`config.mk`:
```
export PLATFORM = sky130hd
export DESIGN_NAME = rmn_div_stage
export DESIGN_NICKNAME = d
export VERILOG_FILES = /design/src/hdl/assert_macros.svh /design/src/hdl/rmn_pkg.sv /design/src/hdl/rmn_div_stage.sv
export SDC_FILE = /design/constraint.sdc
export NUM_CORES = 2
export LEC_CHECK = 0
export BUFFER_PORTS_ARGS = -buffer_cell sky130_fd_sc_hd__clkbuf_2
export CAP_MARGIN = 5
export CORE_AREA = 2 2 342 344
export DETAILED_ROUTE_END_ITERATION = 6
export DIE_AREA = 0 0 344 346
export SLEW_MARGIN = 20
export SYNTH_ARGS = -nofsm -noshare
export SYNTH_HDL_FRONTEND = slang
export SYNTH_SLANG_ARGS = --single-unit
```
`constraint.sdc`:
```
create_clock -name i_clk -period 12.3 [get_ports i_clk]
set_input_delay 0.615 -clock i_clk [delete_from_list [all_inputs] [get_ports i_clk]]
set_output_delay 0.615 -clock i_clk [all_outputs]
set_load 0.005 [all_outputs]
```
`src/hdl/assert_macros.svh`:
```
// Assertion helpers shared by the RTL.
`ifndef ASSERT_MACROS_SVH
`define ASSERT_MACROS_SVH

// Same-cycle implication, disabled during reset.
`define ASSERT_IMPLIES(label, clk, rst_n, ante, cons) \
    label: assert property (@(posedge clk) disable iff (!rst_n) (ante) |-> (cons)) \
        else $error("assertion failed");

// Next-cycle implication, disabled during reset.
`define ASSERT_NEXT(label, clk, rst_n, ante, cons) \
    label: assert property (@(posedge clk) disable iff (!rst_n) (ante) |=> (cons)) \
        else $error("assertion failed");

`endif

```
`src/hdl/rmn_pkg.sv`:
```
`timescale 1ns / 1ps
package rmn_pkg;

    localparam int MAX_ACTIONS = 8;
    localparam int CNT_W       = 4;
    localparam int PROB_W      = 16;
    localparam logic [PROB_W-1:0] PROB_ONE = 16'd32768;

    // Control word that travels with each beat through the pipeline.
    typedef struct packed {
        logic             vld;
        logic             last;
        logic             uniform;
        logic [CNT_W-1:0] cnt;
    } t_ctrl;

    // Uniform probability floor(32768 / n) for n active actions.
    function automatic logic [PROB_W-1:0] uniform_prob(input logic [CNT_W-1:0] n);
        logic [PROB_W-1:0] p;
        case (n)
            4'd1:    p = 16'd32768;
            4'd2:    p = 16'd16384;
            4'd3:    p = 16'd10922;
            4'd4:    p = 16'd8192;
            4'd5:    p = 16'd6553;
            4'd6:    p = 16'd5461;
            4'd7:    p = 16'd4681;
            4'd8:    p = 16'd4096;
            default: p = 16'd0;
        endcase
        return p;
    endfunction

endpackage

```
`src/hdl/rmn_div_stage.sv`:
```
`timescale 1ns / 1ps
module rmn_div_stage import rmn_pkg::*; #(
    parameter int SUM_W = 34,
    parameter int STAGE = 0
) (
    input  logic                                  i_clk,
    input  logic                                  i_rst_n,
    input  logic                                  i_en,
    input  t_ctrl                                 i_ctrl,
    input  logic [SUM_W-1:0]                      i_sum,
    input  logic [MAX_ACTIONS-1:0][SUM_W-1:0]     i_rem,
    input  logic [MAX_ACTIONS-1:0][PROB_W-1:0]    i_quo,
    output t_ctrl                                 o_ctrl,
    output logic [SUM_W-1:0]                      o_sum,
    output logic [MAX_ACTIONS-1:0][SUM_W-1:0]     o_rem,
    output logic [MAX_ACTIONS-1:0][PROB_W-1:0]    o_quo
);

    localparam int STEPS = 2;

    t_ctrl                               r_ctrl;
    logic [SUM_W-1:0]                    r_sum;
    logic [MAX_ACTIONS-1:0][SUM_W-1:0]   r_rem, n_rem;
    logic [MAX_ACTIONS-1:0][PROB_W-1:0]  r_quo, n_quo;

    // Two restoring-division steps per lane; the very first step does not double.
    always_comb begin
        logic [SUM_W:0] t;
        logic [SUM_W-1:0] r;
        logic [PROB_W-1:0] q;
        for (int a = 0; a < MAX_ACTIONS; a++) begin
            r = i_rem[a];
            q = i_quo[a];
            for (int j = 0; j < STEPS; j++) begin
                if ((STAGE * STEPS + j) == 0) begin
                    t = {1'b0, r};
                end else begin
                    t = {r, 1'b0};
                end
                if (t >= {1'b0, i_sum}) begin
                    r = SUM_W'(t - {1'b0, i_sum});
                    q = {q[PROB_W-2:0], 1'b1};
                end else begin
                    r = SUM_W'(t);
                    q = {q[PROB_W-2:0], 1'b0};
                end
            end
            n_rem[a] = r;
            n_quo[a] = q;
        end
    end

    // Stage register.
    always_ff @(posedge i_clk) begin
        if (!i_rst_n) begin
            r_ctrl.vld <= 1'b0;
        end else if (i_en) begin
            r_ctrl <= i_ctrl;
            r_sum  <= i_sum;
            r_rem  <= n_rem;
            r_quo  <= n_quo;
        end
    end

    assign o_ctrl = r_ctrl;
    assign o_sum  = r_sum;
    assign o_rem  = r_rem;
    assign o_quo  = r_quo;

endmodule

```
==> reports/results.tsv <==
stage	metric	value	unit
outcome	run status	complete, no violations	
power	leak pwr	24.03	nW
placed_design	Placed Cells	7401	
finish	Layout Cells excl Fill	7530	
clock_tree	Worst-path clk slew	0.06	ns
timing	min Tclk post-route	8.682	ns
setup_path	crit path capture type	flip-flop	
grt	Tot GR Track Use	0.3075	
setup_path	slowest library cell on the worst path	a211oi_4	
route	met1 WL	75580	µm
placed_design	Post-DP Area	0.05284	mm²
finish	fin util	0.4749	
clock_tree	CTS Buf Count	57	
power	maximum vdd drop	0.0001205	V
setup_path	kind of critical path	input pin to flip-flop	
finish	fill count	11310	
grt	pin count of the biggest net entering global routing	151	
floorplan	Initial Util	0.4034	
route	met3 wire len	14420	µm
synth	Mapped Avg Cell Area	9.171	µm²
timing	Hold WS	0.1062	ns
setup_path	Worst Path Max Fanout	27	
route	met2 routed WL	88640	µm
timing	Worst Setup Slack, final	3.618	ns
synth	Mapped Area	0.04656	mm²
finish	nets@finish	6940	
route	DRT Pass-1 Iters	6	
placed_design	dpl hpwl	151800	µm
setup_path	CP startpoint kind	input pin	
clock_tree	Post-CTS Setup Inserts	0	
finish	layout cells sized above 1	0.2444	
hold_path	HP Class	input pin to flip-flop	
grt	total congestion overflow	0	
timing	worst slew pin tran	1.068	ns
synth	Top FF cell, synth	edfxtp_1	
finish	most frequent cells in the layout	clkbuf_2 (868), ha_1 (544), a21oi_1 (505)	
clock_tree	clock sinks	441	
grt	vias in the first global route	41490	
floorplan	Die Footprint	0.1190	mm²
route	Via density	5.829	
timing	Slew headroom	0.2878	
floorplan	die width	344	µm
synth	Synth Net Count	6081	
placed_design	Placer Congestion	0.9480	
flow_run	max cap viols	0	
floorplan	num rows	125	
route	final wirelength	191700	µm
synth	Seq/Total Area, Yosys	0.2842	
power	Design Power	7.713	mW
placed_design	buffers added on ports	868	
clock_tree	number of hold-repair buffers added at the cts stage	0	
synth	number of enable flip-flop cells after synthesis	440	
finish	commonest non-fill, non-tap cell in the layout	clkbuf_2	
floorplan	io pins	885	
setup_path	crit path buf inv count	5	
synth	Synth Register Bits	441	
grt	first-pass GRT wire length	271500	µm
clock_tree	CTS Buffer Depth	3	
synth	Ys Warns	0	
synth	cell count after synthesis	5077	
route	uppermost layer routed	met5	
route	# DRC	0	
timing	Fmax	115.2	MHz
timing	clock skew	0	ns
setup_path	Slowest Stage Delay on Critical Path	0.86	ns
synth	Netlist cell types	94	
power	cell area power density	140.7	mW/mm²
finish	P&R area growth vs syn	17.74	%
timing	Hold Fails Final Rpt	0	
route	via count	43900	
setup_path	CP required	12.72	ns
setup_path	WP data arrival	9.10	ns
route	first-iteration detailed-routing DRC count	3084	
timing	RSZ-0062 raised after global routing	false	
clock_tree	H-tree depth	2	
finish	Final Cell Area	0.05482	mm²
setup_path	Top cell by count, worst path	o21ai_0	
clock_tree	clock root cell	clkbuf_16	
placed_design	pre-CTS setup slack	3.077	ns
synth	FFs w/ async S/R, synth	0	
clock_tree	post-cts sizing count	0	
clock_tree	clock latency on the worst-skew pair	0.66	ns
floorplan	core area	0.1154	mm²
grt	antenna violations before repair	42	
timing	period utilization	0.7059	
route	Post-DRT Antenna Nets	0	
timing	Final Max Tran Viols	0	
floorplan	Die H	346	µm
setup_path	Top delay family on crit path	compound AO/OA/AOI/OAI gates	
timing	Final TNS setup	0	ns
route	WL/cell	25.46	µm
timing	setup violators final	0	
clock_tree	TritonCTS clock tree	built	
## registers in the layout, summed over array words and instances, names as in the netlist
| register | count |
|---|---|
| o_ctrl | 7 |
| o_rem | 272 |
| o_quo | 128 |
| o_sum | 34 |
## logic make-up after synthesis
| logic type | synth area share |
|---|---|
| AOI/OAI and AO/OA | 0.2299 |
| and+or+nand+nor | 0.1285 |
| adders and majority gates | 0.1531 |
| DFF | 0.2842 |
| xor gates and xnor gates | 0.08220 |
| muxes | 0.09354 |
| buffers and inverters | 0.02857 |
## report_power, final
part           total (mW)  internal, mW  switching (mW)  leakage (nW)
clock                1.75          1.02           0.736         0.928
sequential           2.11          2.00           0.106          4.14
combinational        3.85          1.71            2.14          19.0
total                7.71          4.73            2.98          24.0
## layout make-up
class	instances	area [µm²]	share of cell area
Multi-Input combinational cell	4299	32070	0.5850
Sequential cell	441	13230	0.2414
Timing Repair Buffer	939	4890	0.08920
Tap cell	1524	1907	0.03478
Clock buffer	64	1484	0.02707
Inverter	198	743.2	0.01356
Clock inverter	40	432.9	0.007897
Antenna cell	25	62.56	0.001141
## worst reg2reg max path: stages (launching register included)
cell and delay (ns):
dfxtp_1 0.30, mux2i_1 0.12, nor2b_1 0.06
## routing by layer
| metal | track usage | vias up |
|---|---|---|
| met4 | 0.1856 | 30 |
| li1 | - | 21020 |
| met3 | 0.06895 | 393 |
| met5 | 0 | - |
| met2 | 0.5032 | 1550 |
| met1 | 0.3659 | 20910 |
## cell usage after synthesis (71+ instances only)
| cell type | count | area [µm²] |
|---|---|---|
| a21oi_1 | 505 | 2527 |
| clkbuf_1 | 99 | 371.6 |
| nand2_1 | 326 | 1224 |
| o21a_1 | 84 | 630.6 |
| ha_1 | 544 | 6807 |
| xor2_1 | 130 | 1139 |
| nor2_1 | 349 | 1310 |
| inv_1 | 197 | 739.5 |
| nor2b_1 | 77 | 481.7 |
| nand3_1 | 112 | 560.5 |
| edfxtp_1 | 440 | 13210 |
| mux2_2 | 319 | 3592 |
| o21ai_0 | 357 | 1787 |
| xnor2_1 | 307 | 2689 |
| nor3_1 | 71 | 355.3 |
| a21o_1 | 239 | 1794 |
## worst paths after layout
check / from / endpoint / slack [ns] / depth (start not counted)
worst max-delay path: i_sum[1] / o_rem[143]$_DFFE_PP_ / 3.62 / 26
worst min-delay path: i_quo[23] / o_quo[25]$_DFFE_PP_ / 0.11 / 1
worst max register to register: o_ctrl[6]$_SDFFE_PN0P_ / o_ctrl[6]$_SDFFE_PN0P_ / 11.71 / 2
worst min register to register: o_ctrl[6]$_SDFFE_PN0P_ / o_ctrl[6]$_SDFFE_PN0P_ / 0.51 / 2
(Power assumes the default switching activity.)
